===== config.mk =====
export PLATFORM = sky130hd
export DESIGN_NAME = handshake_connection_table
export DESIGN_NICKNAME = d
export VERILOG_FILES = /design/src/rtl/hct_pkg.sv /design/src/rtl/handshake_connection_table.sv
export SDC_FILE = /design/constraint.sdc
export NUM_CORES = 1
export LEC_CHECK = 0
export BUFFER_PORTS_ARGS = -buffer_cell sky130_fd_sc_hd__buf_4
export CAP_MARGIN = 25
export CORE_MARGIN = 4
export CORE_UTILIZATION = 35
export DETAILED_ROUTE_END_ITERATION = 12
export GPL_TIMING_DRIVEN = 1
export PLACE_DENSITY_LB_ADDON = 0.1
export SLEW_MARGIN = 20
export SYNTH_ARGS = -nofsm -noshare
export SYNTH_HDL_FRONTEND = slang
export SYNTH_SLANG_ARGS = --single-unit

===== constraint.sdc =====
create_clock -name aclk -period 6.5 [get_ports aclk]
set_clock_uncertainty 0.1 [all_clocks]
set_input_delay 1.625 -clock aclk [delete_from_list [all_inputs] [get_ports aclk]]
set_output_delay 1.625 -clock aclk [all_outputs]
set_load 0.02 [all_outputs]

===== src/rtl/hct_pkg.sv =====
// ----------------------------------------------------------------------------
// hct_pkg
// Types, codes and sizing for the handshake connection table.
// ----------------------------------------------------------------------------
`default_nettype none

package hct_pkg;

    // Number of table entries (1 to 8)
    localparam int TABLE_DEPTH = 8;
    localparam int PTR_W       = (TABLE_DEPTH > 1) ? $clog2(TABLE_DEPTH) : 1;

    // Request modes
    localparam logic [1:0] MODE_CREATE  = 2'd0;
    localparam logic [1:0] MODE_ACCEPT  = 2'd1;
    localparam logic [1:0] MODE_CLOSE   = 2'd2;
    localparam logic [1:0] MODE_SEGMENT = 2'd3;

    // Segment types
    localparam logic [1:0] SEG_SYN = 2'd0;
    localparam logic [1:0] SEG_FIN = 2'd1;

    // Reply types
    localparam logic REPLY_SYNACK = 1'b0;
    localparam logic REPLY_FINACK = 1'b1;

    // Connection states
    localparam logic [1:0] CONN_CLOSED    = 2'd0;
    localparam logic [1:0] CONN_LISTENING = 2'd1;
    localparam logic [1:0] CONN_CONNECTED = 2'd2;
    localparam logic [1:0] CONN_CLOSEWAIT = 2'd3;

    // Status codes
    localparam logic [2:0] STS_OK       = 3'd0;
    localparam logic [2:0] STS_FULL     = 3'd1;
    localparam logic [2:0] STS_EMPTY    = 3'd2;
    localparam logic [2:0] STS_BUSY     = 3'd3;
    localparam logic [2:0] STS_NO_MATCH = 3'd4;

    typedef enum logic [1:0] {
        CS_IDLE,
        CS_SCAN,
        CS_FINISH
    } ctrl_state_t;

    typedef struct packed {
        logic [1:0]  mode;
        logic [2:0]  socket_id;
        logic [15:0] listen_port;
        logic [1:0]  seg_type;
        logic [15:0] seg_src_port;
        logic [15:0] seg_dest_port;
        logic [31:0] seg_seq;
    } hct_in_t;

    typedef struct packed {
        logic [2:0]  status;
        logic [2:0]  entry_index;
        logic [1:0]  entry_state;
        logic        reply_valid;
        logic        reply_type;
        logic [15:0] reply_src_port;
        logic [15:0] reply_dest_port;
        logic [31:0] reply_ack;
    } hct_out_t;

endpackage

`default_nettype wire


===== src/rtl/handshake_connection_table.sv =====
// ----------------------------------------------------------------------------
// handshake_connection_table
// Server-side connection table with create, accept, close and segment lookup.
// ----------------------------------------------------------------------------
// One item is taken at a time. Create and incoming-segment items walk the
// table one entry per cycle through a single port comparator, stopping at the
// first hit. Accept and close address their entry directly and go straight
// to the finish step. s_ready is high only while the sequencer is idle; a
// finished result sits in the output register, so the next item may be
// taken before m_ready returns. No clearing pass is needed after reset: only
// the per-entry used bits are reset, and every other field is written by
// create before it can be read. Remote port and expected sequence are
// carried out in the reply fields and are not kept in the table, as nothing
// reads them back.
// ----------------------------------------------------------------------------
`default_nettype none

module handshake_connection_table (
    input  wire                 aclk,
    input  wire                 aresetn,
    // item input
    input  wire                 s_valid,
    output logic                s_ready,
    input  wire hct_pkg::hct_in_t s_data,
    // result output
    output logic                m_valid,
    input  wire                 m_ready,
    output hct_pkg::hct_out_t   m_data
);

    localparam logic [hct_pkg::PTR_W-1:0] PTR_LAST = hct_pkg::PTR_W'(hct_pkg::TABLE_DEPTH - 1);

    // sequencer
    hct_pkg::ctrl_state_t state_reg, state_next;
    logic [hct_pkg::PTR_W-1:0] ptr_reg, ptr_next;   // scan pointer / addressed entry
    logic hit_reg, hit_next;                        // scan hit or socket_id in range
    hct_pkg::hct_in_t item_reg;

    // table
    logic [hct_pkg::TABLE_DEPTH-1:0] used_reg;
    logic [1:0]  cstate_reg [hct_pkg::TABLE_DEPTH];
    logic [15:0] lport_reg  [hct_pkg::TABLE_DEPTH];

    // output register
    logic              m_valid_reg;
    hct_pkg::hct_out_t m_data_reg;

    // entry read at the pointer: the one read port of the table
    logic        rd_used;
    logic [1:0]  rd_state;
    logic [15:0] rd_lport;
    logic        scan_hit;
    logic        fin_go;
    logic        sid_in_range;

    // finish datapath
    hct_pkg::hct_out_t res;
    logic        used_set, used_clr, cs_we, lp_we;
    logic [1:0]  cs_wdata;
    logic        entry_ok;
    logic [31:0] ack;

    assign rd_used  = used_reg[ptr_reg];
    assign rd_state = cstate_reg[ptr_reg];
    assign rd_lport = lport_reg[ptr_reg];

    // create looks for a free entry, a segment for a used entry on its port
    assign scan_hit = (item_reg.mode == hct_pkg::MODE_CREATE) ? !rd_used
                    : (rd_used && (rd_lport == item_reg.seg_dest_port));

    assign fin_go = (state_reg == hct_pkg::CS_FINISH) && (!m_valid_reg || m_ready);
    assign sid_in_range = (32'(s_data.socket_id) < hct_pkg::TABLE_DEPTH);

    assign s_ready = (state_reg == hct_pkg::CS_IDLE);
    assign m_valid = m_valid_reg;
    assign m_data  = m_data_reg;

    // next state
    always_comb begin
        state_next = state_reg;
        ptr_next   = ptr_reg;
        hit_next   = hit_reg;
        unique case (state_reg)
            hct_pkg::CS_IDLE: begin
                if (s_valid) begin
                    if (s_data.mode == hct_pkg::MODE_ACCEPT
                        || s_data.mode == hct_pkg::MODE_CLOSE) begin
                        ptr_next   = hct_pkg::PTR_W'(s_data.socket_id);
                        hit_next   = sid_in_range;
                        state_next = hct_pkg::CS_FINISH;
                    end else begin
                        ptr_next   = '0;
                        hit_next   = 1'b0;
                        state_next = hct_pkg::CS_SCAN;
                    end
                end
            end
            hct_pkg::CS_SCAN: begin
                priority if (scan_hit) begin
                    hit_next   = 1'b1;
                    state_next = hct_pkg::CS_FINISH;
                end else if (ptr_reg == PTR_LAST) begin
                    hit_next   = 1'b0;
                    state_next = hct_pkg::CS_FINISH;
                end else begin
                    ptr_next = ptr_reg + hct_pkg::PTR_W'(1);
                end
            end
            hct_pkg::CS_FINISH: begin
                if (fin_go) begin
                    state_next = hct_pkg::CS_IDLE;
                end
            end
            default: begin
                state_next = hct_pkg::CS_IDLE;
            end
        endcase
    end

    // result and table updates for the item in hand
    always_comb begin
        res      = '0;
        used_set = 1'b0;
        used_clr = 1'b0;
        cs_we    = 1'b0;
        lp_we    = 1'b0;
        cs_wdata = rd_state;
        entry_ok = hit_reg && rd_used;
        ack      = item_reg.seg_seq + 32'd1;
        unique case (item_reg.mode)
            hct_pkg::MODE_CREATE: begin
                if (hit_reg) begin
                    used_set        = 1'b1;
                    cs_we           = 1'b1;
                    lp_we           = 1'b1;
                    cs_wdata        = hct_pkg::CONN_CLOSED;
                    res.status      = hct_pkg::STS_OK;
                    res.entry_index = 3'(ptr_reg);
                    res.entry_state = hct_pkg::CONN_CLOSED;
                end else begin
                    res.status = hct_pkg::STS_FULL;
                end
            end
            hct_pkg::MODE_ACCEPT, hct_pkg::MODE_CLOSE: begin
                res.entry_index = item_reg.socket_id;
                priority if (!entry_ok) begin
                    res.status = hct_pkg::STS_EMPTY;
                end else if (item_reg.mode == hct_pkg::MODE_ACCEPT) begin
                    cs_we           = 1'b1;
                    cs_wdata        = hct_pkg::CONN_LISTENING;
                    res.entry_state = hct_pkg::CONN_LISTENING;
                end else if (rd_state == hct_pkg::CONN_LISTENING
                             || rd_state == hct_pkg::CONN_CONNECTED) begin
                    res.status      = hct_pkg::STS_BUSY;
                    res.entry_state = rd_state;
                end else begin
                    used_clr        = 1'b1;
                    res.entry_state = hct_pkg::CONN_CLOSED;
                end
            end
            hct_pkg::MODE_SEGMENT: begin
                if (hit_reg) begin
                    priority if ((rd_state == hct_pkg::CONN_LISTENING
                                  || rd_state == hct_pkg::CONN_CONNECTED)
                                 && item_reg.seg_type == hct_pkg::SEG_SYN) begin
                        res.reply_valid = 1'b1;
                        res.reply_type  = hct_pkg::REPLY_SYNACK;
                        cs_we           = 1'b1;
                        cs_wdata        = hct_pkg::CONN_CONNECTED;
                    end else if (rd_state == hct_pkg::CONN_CONNECTED
                                 && item_reg.seg_type == hct_pkg::SEG_FIN) begin
                        res.reply_valid = 1'b1;
                        res.reply_type  = hct_pkg::REPLY_FINACK;
                        cs_we           = 1'b1;
                        cs_wdata        = hct_pkg::CONN_CLOSEWAIT;
                    end else if (rd_state == hct_pkg::CONN_CLOSEWAIT
                                 && item_reg.seg_type == hct_pkg::SEG_FIN) begin
                        res.reply_valid = 1'b1;
                        res.reply_type  = hct_pkg::REPLY_FINACK;
                    end else begin
                        res.reply_valid = 1'b0;
                    end
                    if (res.reply_valid) begin
                        res.reply_src_port  = item_reg.seg_dest_port;
                        res.reply_dest_port = item_reg.seg_src_port;
                        res.reply_ack       = ack;
                    end
                    res.status      = hct_pkg::STS_OK;
                    res.entry_index = 3'(ptr_reg);
                    res.entry_state = cs_wdata;
                end else begin
                    res.status = hct_pkg::STS_NO_MATCH;
                end
            end
            default: begin
                res = '0;
            end
        endcase
    end

    // control registers
    always_ff @(posedge aclk) begin
        if (!aresetn) begin
            state_reg   <= hct_pkg::CS_IDLE;
            ptr_reg     <= '0;
            hit_reg     <= 1'b0;
            used_reg    <= '0;
            m_valid_reg <= 1'b0;
        end else begin
            state_reg <= state_next;
            ptr_reg   <= ptr_next;
            hit_reg   <= hit_next;
            if (fin_go) begin
                m_valid_reg <= 1'b1;
            end else if (m_ready) begin
                m_valid_reg <= 1'b0;
            end
            if (fin_go && used_set) begin
                used_reg[ptr_reg] <= 1'b1;
            end
            if (fin_go && used_clr) begin
                used_reg[ptr_reg] <= 1'b0;
            end
        end
    end

    // payload registers
    always_ff @(posedge aclk) begin
        if (s_valid && s_ready) begin
            item_reg <= s_data;
        end
        if (fin_go) begin
            m_data_reg <= res;
        end
        if (fin_go && cs_we) begin
            cstate_reg[ptr_reg] <= cs_wdata;
        end
        if (fin_go && lp_we) begin
            lport_reg[ptr_reg] <= item_reg.listen_port;
        end
    end

`ifndef SYNTHESIS
    // a reply only ever goes with a good status
    a_reply_ok: assert property (@(posedge aclk) disable iff (!aresetn)
        (m_valid && m_data.reply_valid) |-> (m_data.status == hct_pkg::STS_OK))
        else $error("reply issued with error status");

    // used bits change only when an item completes
    a_used_stable: assert property (@(posedge aclk) disable iff (!aresetn)
        !fin_go |=> $stable(used_reg))
        else $error("used bits changed outside completion");

    // a new result appears only out of the finish step
    a_result_src: assert property (@(posedge aclk) disable iff (!aresetn)
        $rose(m_valid) |-> $past(state_reg == hct_pkg::CS_FINISH))
        else $error("result raised without finish step");

    // an accepted item always leaves idle
    a_leave_idle: assert property (@(posedge aclk) disable iff (!aresetn)
        (s_valid && s_ready) |=> (state_reg != hct_pkg::CS_IDLE))
        else $error("sequencer stayed idle after accepting an item");
`endif

endmodule

`default_nettype wire


==> results of run 1 <==
==> layout by cell type, fill, tap and decap left out, types with 4 or more instances in the layout <==
master,count
nand4_1,7
nand2_1,34
nor2b_1,8
edfxtp_1,305
xor2_1,33
ha_1,9
clkinv_1,7
inv_1,15
o22ai_1,5
nor2_1,56
xnor2_1,8
clkinv_2,4
or3_1,7
a22o_1,5
mux2i_1,23
nand3_1,18
dfxtp_1,15
clkbuf_1,7
nor3_1,7
and3_1,41
mux2_2,8
o221a_2,9
mux4_2,17
clkbuf_16,37
o21ai_0,16
mux4_1,12
a21oi_1,10
buf_4,182
nand2b_1,6
o311a_1,4
==> Yosys cell counts (all sizes together) (10+ instances only) <==
library cell,n
xor2,33
dfxtp,18
nand3,18
nor2,58
o21ai,19
and3,41
mux4,29
buf,14
inv,15
a21oi,10
edfxtp,305
nand2,35
clkbuf,16
mux2i,23
==> report_power, final <==
part,internal (mW),switching [mW]
Combinational,0.213,0.271
Clock,1.17,0.776
Sequential,2.41,0.110
Total,3.80,1.16
==> worst min-delay path: cells and delay by family, from the launching register on <==
family	cells	cell delay, ns
flip-flops	1	0.32
AND/OR/NAND/NOR	1	0.09
AO/OA/AOI/OAI	1	0.08
==> worst max-delay path by stage <==
| stage | startpoint | to | slack, ns |
|---|---|---|---|
| 6_report | flop | state_reg[1] | 2.66 |
| 5_1_grt | flop | state_reg[1] | 2.38 |
| 4_1_cts | flop | state_reg[1] | 2.53 |
| 3_5_place_dp | m_ready | lport_reg[3][0] | 2.51 |
| 3_3_place_gp | flop | m_data[13] | 2.45 |
| 2_1_floorplan | s_valid | flop | 0.50 |
==> logic make-up after synthesis <==
group                    Yosys count
AO/OA/AOI/OAI                     67
XOR/XNOR                          41
adder cells (fa/ha/maj)            9
buffers and inverters             45
flip-flops                       323
multiplexers                      60
AND/OR/NAND/NOR                  202
==> area by class of cell <==
type | instances | area [um^2] | share of cell area
well taps | 461 | 577 | 0.0368
clock inverters | 18 | 168 | 0.0107
repair buffers | 182 | 1370 | 0.0871
inverters | 15 | 56.3 | 0.00359
flip-flops and latches | 323 | 9520 | 0.607
multi-input cells | 379 | 3030 | 0.193
clock buffers | 45 | 966 | 0.0616
diodes | 1 | 2.50 | 0.000159
==> stage by stage <==
stage               utilization  total power, mW  instance area (um^2)
global placement          0.407             3.07                 14600
detailed placement        0.407             3.07                 14600
finish                    0.439             4.96                 15700
global route              0.439             5.18                 15700
CTS                       0.439             5.05                 15700
floorplan                     -             2.85                 12800
==> layer usage <==
metal / wire, um / vias to the layer above / global-route usage
met5: 0 / - / 0
met4: 683 / 0 / 0.0433
met3: 1910 / 49 / 0.0254
met2: 12900 / 193 / 0.221
met1: 13000 / 3428 / 0.203
li1: - / 3296 / -
==> results.md, run 1 <==
* Status: finished clean
* # IOs at 167
* Hold endpoint: m_valid
* DRT antenna net count at 0
* Critical path's slowest cell: dfxtp_2
* Crit start category: flop
* Pin count of the biggest net entering global routing at 48
* Gr ovfl total at 0
* Area growth, synth to finish at 23.0%
* Fin. max-slew vios at 0
* Slew Limit Headroom at 0.383
* Die ar. at 0.0396 mm^2
* Cts bufs inserted at 37
* Post-Synth XOR/XNOR Area at 0.0281
* Synth area leaders: edfxtp_1 72%, mux4_2 3.0%, dfxtp_1 2.8%, mux4_1 2.5%, xor2_1 2.3%
* Achievable Freq at 261 MHz
* Synth warnings at 0
* Yosys top cell area share at 0.718
* Hold Crit Depth at 2
* Final period utilization at 0.590
* Fin crit period at 3.84 ns
* Die X at 199 um
* Top delay family on crit path: multiplexers
* Final WL at approximately 28,000 um
* Power density over the cells at 316 mW/mm^2
* CORE AREA at 0.0357 mm^2
* Clk sinks at 323
* Min-delay worst type: flop to flop
* Worst Path Arrival at about 4.2 ns
* Distinct cells, synth at 51
* R2R cell count at 9
* DR iter-0 viols at 382
* Clock Tree Root: clkbuf_16
* Gr usage total at 0.141
* Vias in the first global route at 6,943
* Synthesized instance count at 747
* Post-CTS Resized at 0
* Max stage delay on crit path at 0.77 ns
* CTS tree: built
* RSZ-0062 raised after global routing: false
* Crit path depth at 9
* Setup CP Type: flop to flop
* Post-synthesis compound-gate area fraction at 0.0390
* CTS clk-pin slew, worst paths at 0.05 ns
* Die Span Y at roughly 200 um
* Post-synth EDFFs at 305
* WP buf/inv at 1
* Adder-Cell Fraction of Synth Area at 0.00882
* Reg2Reg Setup Slack at 2.66 ns
* Max reg flops at around 130
* Clock Latency Late Sink at 0.51 ns
* Simple-Gate Fraction of Synth Area at 0.0801
* Worst setup EP type: flop
* Reg2reg end: state_reg[1]
* Syn_area_per_cell at 17.1 um^2
* Fill count at 3,238
* Mux cell area share after synthesis at 0.0798
* Hold path startpoint: m_valid
* Post-placement cell count at 1,360
* First-pass GRT wire length at 42,300 um
* # hold bufs at CTS at 0
* Crit path cell chain: buf_4 > mux4_2 > mux2i_1 > xor2_1 > nand4_1 > nor4_2 > a21oi_1 > o32ai_1 > and2_1
* # DRC at 0
* Worst EP required at 6.86 ns
* Post-DP HPWL at 18,800 um
* Fraction of layout cells with a size suffix above 1 at 0.292
* Largest family of logic cells by synthesized area: simple AND/OR/NAND/NOR gates
* Synth async-reset ratio at 0
* Nets at 1,038
* Fin Setup TNS at 0 ns
* Drt first pass iters at 4
* Worst-path fanout max at 20
* Netlist Area Pre-Place at 0.0128 mm^2
* WL per Instance at between 15 and 20 um
* Leakage at 5.52 nW
* Post-Layout Cell Count at about 1.4k
* Worst slew pin tran at 0.923 ns
* Endpoints failing setup at 0
* Port buffer count at 166
* Routed vias/inst at 4.89
* Peak supply drop at 163 uV
* Max-Cap Viols at 0
* Initial Utilization at 0.357
* Clock buffer depth at 3
* Final hold viol count at 0
* Routed vias at 6,966
* Most area-hungry cell type in the Yosys netlist: edfxtp_1
* H-tree levels at 2
* Row count at 69
* Synthesized flop and latch total at 323
* Main synth FF type: edfxtp_1
* Final Worst Setup Slack at 2.66 ns
* Pre-CTS WS at ~2.5 ns
* Hold Worst Slack at approximately 0.43 ns
* RePlAce Congestion at 0.744
* Post-synthesis sequential area ratio at 0.746
* Synthesized Nets at 847
* Initial antenna violation count at 1
* Post-CTS Setup Bufs at 0
(Power assumes the default switching activity.)
==> run 2: changes to the inputs <==
- clock period: 6.5 -> 3.8 ns (I/O delays scaled with it)
==> run 2 against run 1 <==
Non-clock buffer count rose by 10; sequential cell count unchanged; combinational power is 90% higher; via count grew 1.4%; die area stayed put; critical path depth unchanged; maximum frequency rose by 16%; power grew 73%; design area is 1.0% higher; count of clock-buffer cells in the layout grew 4; setup slack worse by 2.2 ns; core utilization rose by 0.46 points; critical path type unchanged; critical endpoint unchanged; largest power group unchanged; highest routed layer unchanged.
==> results.md, run 2 (synthesis results as in run 1) <==
* Status: finished clean
* Area growth, synth to finish at 24.2%
* Clk sinks at 323
* Hold path startpoint: m_valid
* Final period utilization at 0.870
* Slew Limit Headroom at 0.382
* Max stage delay on crit path at about 0.53 ns
* Total power at 8.57 mW
* Leakage at 5.60 nW
* Hold endpoint: m_valid
* Worst EP required at 4.15 ns
* # hold bufs at CTS at 0
* Cts bufs inserted at 37
* Final Worst Setup Slack at 0.493 ns
* Critical path's slowest cell: mux4_2
* Crit path cell chain: buf_12 > mux4_2 > mux2i_1 > xor2_1 > nand4_1 > nor4_2 > a21oi_1 > o32ai_1 > and2_1
* Initial antenna violation count at 0
* Clock power share at 0.395
* Post-layout util at 0.444
* Most frequent cells in the layout: 305 x edfxtp_1, 188 x buf_4, 56 x nor2_1
* Reg2Reg Setup Slack at 0.49 ns
* Commonest non-fill, non-tap cell in the layout: edfxtp_1
* CORE AREA at ~0.036 mm^2
* Fill count at 3,242
* RSZ-0062 raised after global routing: false
* Switching share of power at 0.236
* First-pass GRT wire length at 43,000 um
* Diode count at 0
* Clock Latency Late Sink at 0.52 ns
* Worst slew pin tran at a little over 0.9 ns
* P_int at 6.55 mW
* Fraction of layout cells with a size suffix above 1 at 0.297
* Fin. max-slew vios at 0
* Storage element area at 0.00952 mm^2
* P_sw at 2.02 mW
* DRT antenna net count at 0
* Gr usage total at 0.143
* Fin crit period at approximately 3.3 ns
* Max-Cap Viols at 0
* Peak supply drop at ~290 uV
* Reg2reg end: state_reg[1]
* Clock buffer depth at 3
* CTS tree: built
* RePlAce Congestion at 0.744
* Initial Utilization at 0.357
* Die Span Y at 199 um
* Post-DP HPWL at 19,200 um
* Die ar. at 0.0396 mm^2
* Combined area of the multi-input logic cells at 0.00303 mm^2
* # IOs at 167
* Max reg flops at 128
* Fin Setup TNS at 0 ns
* Crit start category: flop
* Endpoints failing setup at 0
* Die X at 199 um
* Routed vias/inst at ~4.9
* Pre-CTS WS at 0.428 ns
* CTS clk-pin slew, worst paths at 0.06 ns
* Logic pwr share at 0.108
* H-tree levels at 2
* Power density over the cells at 540 mW/mm^2
* Sequential share of power at 0.497
* Post-CTS Setup Bufs at 0
* Min-delay worst type: flop to flop
* Vias in the first global route at 7,107
* # DRC at 0
* Port buffer count at 166
* Post-placement cell count at about 1.4k
* Drt first pass iters at 4
* Setup CP Type: flop to flop
* Post-Layout Cell Count at roughly 1.4k
* Clock Tree Root: clkbuf_16
* Gr ovfl total at 0
* Row count at 69
* R2R cell count at 9
* Final hold viol count at 0
* Worst Path Arrival at 3.65 ns
* Routed vias at 7,065
* Final WL at just under 30,000 um
* Pin count of the biggest net entering global routing at 51
* Achievable Freq at 302 MHz
* Nets at between 1k and 1.5k
* DR iter-0 viols at 460
* Hold Crit Depth at 2
* Worst setup EP type: flop
* Worst-path fanout max at 34
* WL per Instance at 20.0 um
* Post-CTS Resized at 0
==> run 2: worst max-delay path by stage <==
stage | startpoint | to | slack, ns | cells past startpoint
after floorplan | m_ready | lport_reg[1][0] | -0.10 | 4
after global placement | flop | state_reg[1] | 0.45 | 9
after detailed placement | flop | state_reg[1] | 0.43 | 9
after CTS | flop | state_reg[1] | 0.41 | 9
after global routing | flop | state_reg[1] | 0.25 | 9
final | flop | state_reg[1] | 0.49 | 9
==> run 2: per-layer routing <==
metal	global-route usage	wire length, um
met1	0.208	13300
met2	0.223	13300
met3	0.0246	1570
met4	0.0410	593
met5	0	0
==> run 2: final cells by class <==
cell class                 instances  share of cell area
clock buffer                      49              0.0646
timing repair buffer             192              0.0941
clock inverter                    19             0.00908
inverter                          15             0.00434
multi-input combinational        379               0.191
sequential                       323               0.600
tap                              461              0.0364
==> run 2: critical path: cells and delay by family (launching register included) <==
| family | cells | cell delay [ns] |
|---|---|---|
| flip-flops | 1 | 0.45 |
| buffers and inverters | 1 | 0.29 |
| multiplexers | 2 | 0.74 |
| AND/OR/NAND/NOR | 3 | 0.71 |
| XOR/XNOR | 1 | 0.17 |
| AO/OA/AOI/OAI | 2 | 0.74 |
==> run 2: power groups by stage <==
| stage | Combinational (mW) | Sequential (mW) | Clock (mW) |
|---|---|---|---|
| floorplan | 0.504 | 4.37 | 0 |
| global placement | 0.940 | 4.33 | 0 |
| detailed placement | 0.941 | 4.34 | 0 |
| CTS | 0.943 | 4.26 | 3.51 |
| global route | 1.01 | 4.28 | 3.68 |
| finish | 0.922 | 4.26 | 3.39 |
==> run 2: per-stage QoR <==
| step | hold slack [ns] | cell area [um^2] |
|---|---|---|
| CTS | 0.440 | 15900 |
| finish | 0.429 | 15900 |
| floorplan | 0.408 | 12800 |
| detailed placement | 0.424 | 14700 |
| global route | 0.452 | 15900 |
| global placement | 0.420 | 14700 |
==> run 3: changes to the inputs <==
- REMOVE_ABC_BUFFERS: default -> 1
==> run 3 against run 2 <==
Wire length is 0.54% higher; die area is the same; global-route usage is essentially flat; clock power increased by 4%; maximum frequency grew 1.2%; largest power group unchanged; hold slack hardly changed; setup slack better by 0.041 ns; non-clock buffer count decreased by 4; design area increased by 0.18%; critical path depth unchanged; sequential share of layout area shrank 0.11 points.
==> results.md, run 3 (synthesis results as in run 1) <==
* Worst slew pin tran at 0.999 ns
* CORE AREA at 0.0357 mm^2
* Routed vias at 7,049
* Fraction of layout cells with a size suffix above 1 at 0.294
* Uppermost routed layer: met4
* Diode count at 0
* Pre-CTS WS at 0.480 ns
* R2R cell count at 9
* Clock Latency Late Sink at about 0.53 ns
* Min-delay worst type: flop to flop
* Post-placement cell count at about 1.4k
* RePlAce Congestion at roughly 0.74
* Gr ovfl total at 0
* Hold path startpoint: m_valid
* Achievable Freq at 306 MHz
* H-tree levels at 2
* Most frequent cells in the layout: 305 x edfxtp_1, 182 x buf_4, 56 x nor2_1
* Row count at 69
* Post-layout util at 0.444
* Crit path cell chain: buf_12 > mux4_2 > mux2i_1 > xor2_1 > nand4_1 > nor4_2 > a21oi_1 > o211ai_2 > o22ai_1
* Crit start category: flop
* First-pass GRT wire length at 42,800 um
* Leakage at 5.61 nW
* Max reg flops at 128
* Gr usage total at 0.143
* Met2 WL post-DR at 13,100 um
* Commonest non-fill, non-tap cell in the layout: edfxtp_1
* Die Span Y at 199 um
* Worst EP required at 4.04 ns
* Worst setup EP type: flop
* Fin crit period at ~3.3 ns
* Worst-path fanout max at 34
* Clock Tree Root: clkbuf_16
* Power density over the cells at 549 mW/mm^2
* Status: finished clean
* Post-CTS Resized at 0
* RSZ-0062 raised after global routing: false
* Hold endpoint: m_valid
* CTS tree: built
* Final period utilization at 0.859
* Drt first pass iters at 4
* Post-Layout Cell Count at 1,433
* Setup CP Type: flop to flop
* Nets at 1,046
* Initial antenna violation count at 0
* Max stage delay on crit path at 0.55 ns
* Port buffer count at between 150 and 200
* # hold bufs at CTS at 0
* Area growth, synth to finish at 24.5%
* Slew Limit Headroom at 0.334
* Final Worst Setup Slack at about 0.53 ns
* Vias in the first global route at 7,110
* Final hold viol count at 0
* Clock buffer depth at 3
* Max-Cap Viols at 0
* Cts bufs inserted at 39
* Critical path's slowest cell: mux4_2
* Peak supply drop at 292 uV
* Metal1 wirelength at 13,500 um
* Die X at 199 um
* WL per Instance at 20.2 um
* Routed vias/inst at about 5
* Top delay family on crit path: compound AO/OA/AOI/OAI gates
* Post-DP HPWL at 18,300 um
* Endpoints failing setup at 0
* DR iter-0 viols at 323
* Final WL at 29,000 um
* Met3 WL post-DR at 1660 um
* Reg2Reg Setup Slack at 0.53 ns
* Post-CTS Setup Bufs at 0
* Fin. max-slew vios at 0
* Die ar. at 0.0396 mm^2
* Fin Setup TNS at 0 ns
* DRT antenna net count at 0
* Hold Crit Depth at 2
* Clk sinks at 323
* # IOs at 167
* CTS clk-pin slew, worst paths at 0.05 ns
* Pin count of the biggest net entering global routing at 64
* Initial Utilization at 0.357
* # DRC at 0
* Fill count at between 3k and 4k
* WP buf/inv at 1
* Worst Path Arrival at ~3.5 ns
-- run 3: report_power, final --
group / total, mW / internal, mW / switching, mW
clock: 3.54 / 2.16 / 1.39
sequential: 4.26 / 4.13 / 0.128
combinational: 0.926 / 0.387 / 0.538
total: 8.73 / 6.67 / 2.05
-- run 3: tightest hold or removal path, cell delays in order, from the launching register on --
cell and delay, ns:
dfxtp_1 0.31, nand2b_1 0.08, a21boi_0 0.08
-- run 3: worst max-delay path by stage --
stage / from / end / depth (start not counted) / slack (ns)
floorplan: m_ready / lport_reg[0][0] / 4 / -2.59
global placement: flop / flop / 9 / 0.51
detailed placement: flop / flop / 9 / 0.48
CTS: flop / flop / 9 / 0.47
global route: flop / flop / 9 / 0.25
finish: flop / flop / 9 / 0.53
-- run 3: metrics by stage --
step / total power, mW / area (um^2) / hold WS [ns]
3_3_place_gp: 5.27 / 14700 / 0.420
6_report: 8.73 / 15900 / 0.429
5_1_grt: 9.10 / 15900 / 0.449
4_1_cts: 8.86 / 15900 / 0.437
2_1_floorplan: 4.84 / 12600 / 0.408
3_5_place_dp: 5.28 / 14700 / 0.423
-- run 3: final cells by class --
type	instances	area, um^2	share of cell area
multi-input combinational	379	3040	0.192
inverter	15	56.3	0.00354
clock buffer	49	1060	0.0665
clock inverter	18	160	0.0101
tap	461	577	0.0363
sequential	323	9520	0.599
timing repair buffer	188	1470	0.0926
-- run 3: layer usage --
metal | up-vias | global-route usage
met5 | - | 0
met4 | 0 | 0.0410
met3 | 47 | 0.0303
met2 | 194 | 0.230
met1 | 3500 | 0.199
li1 | 3308 | -
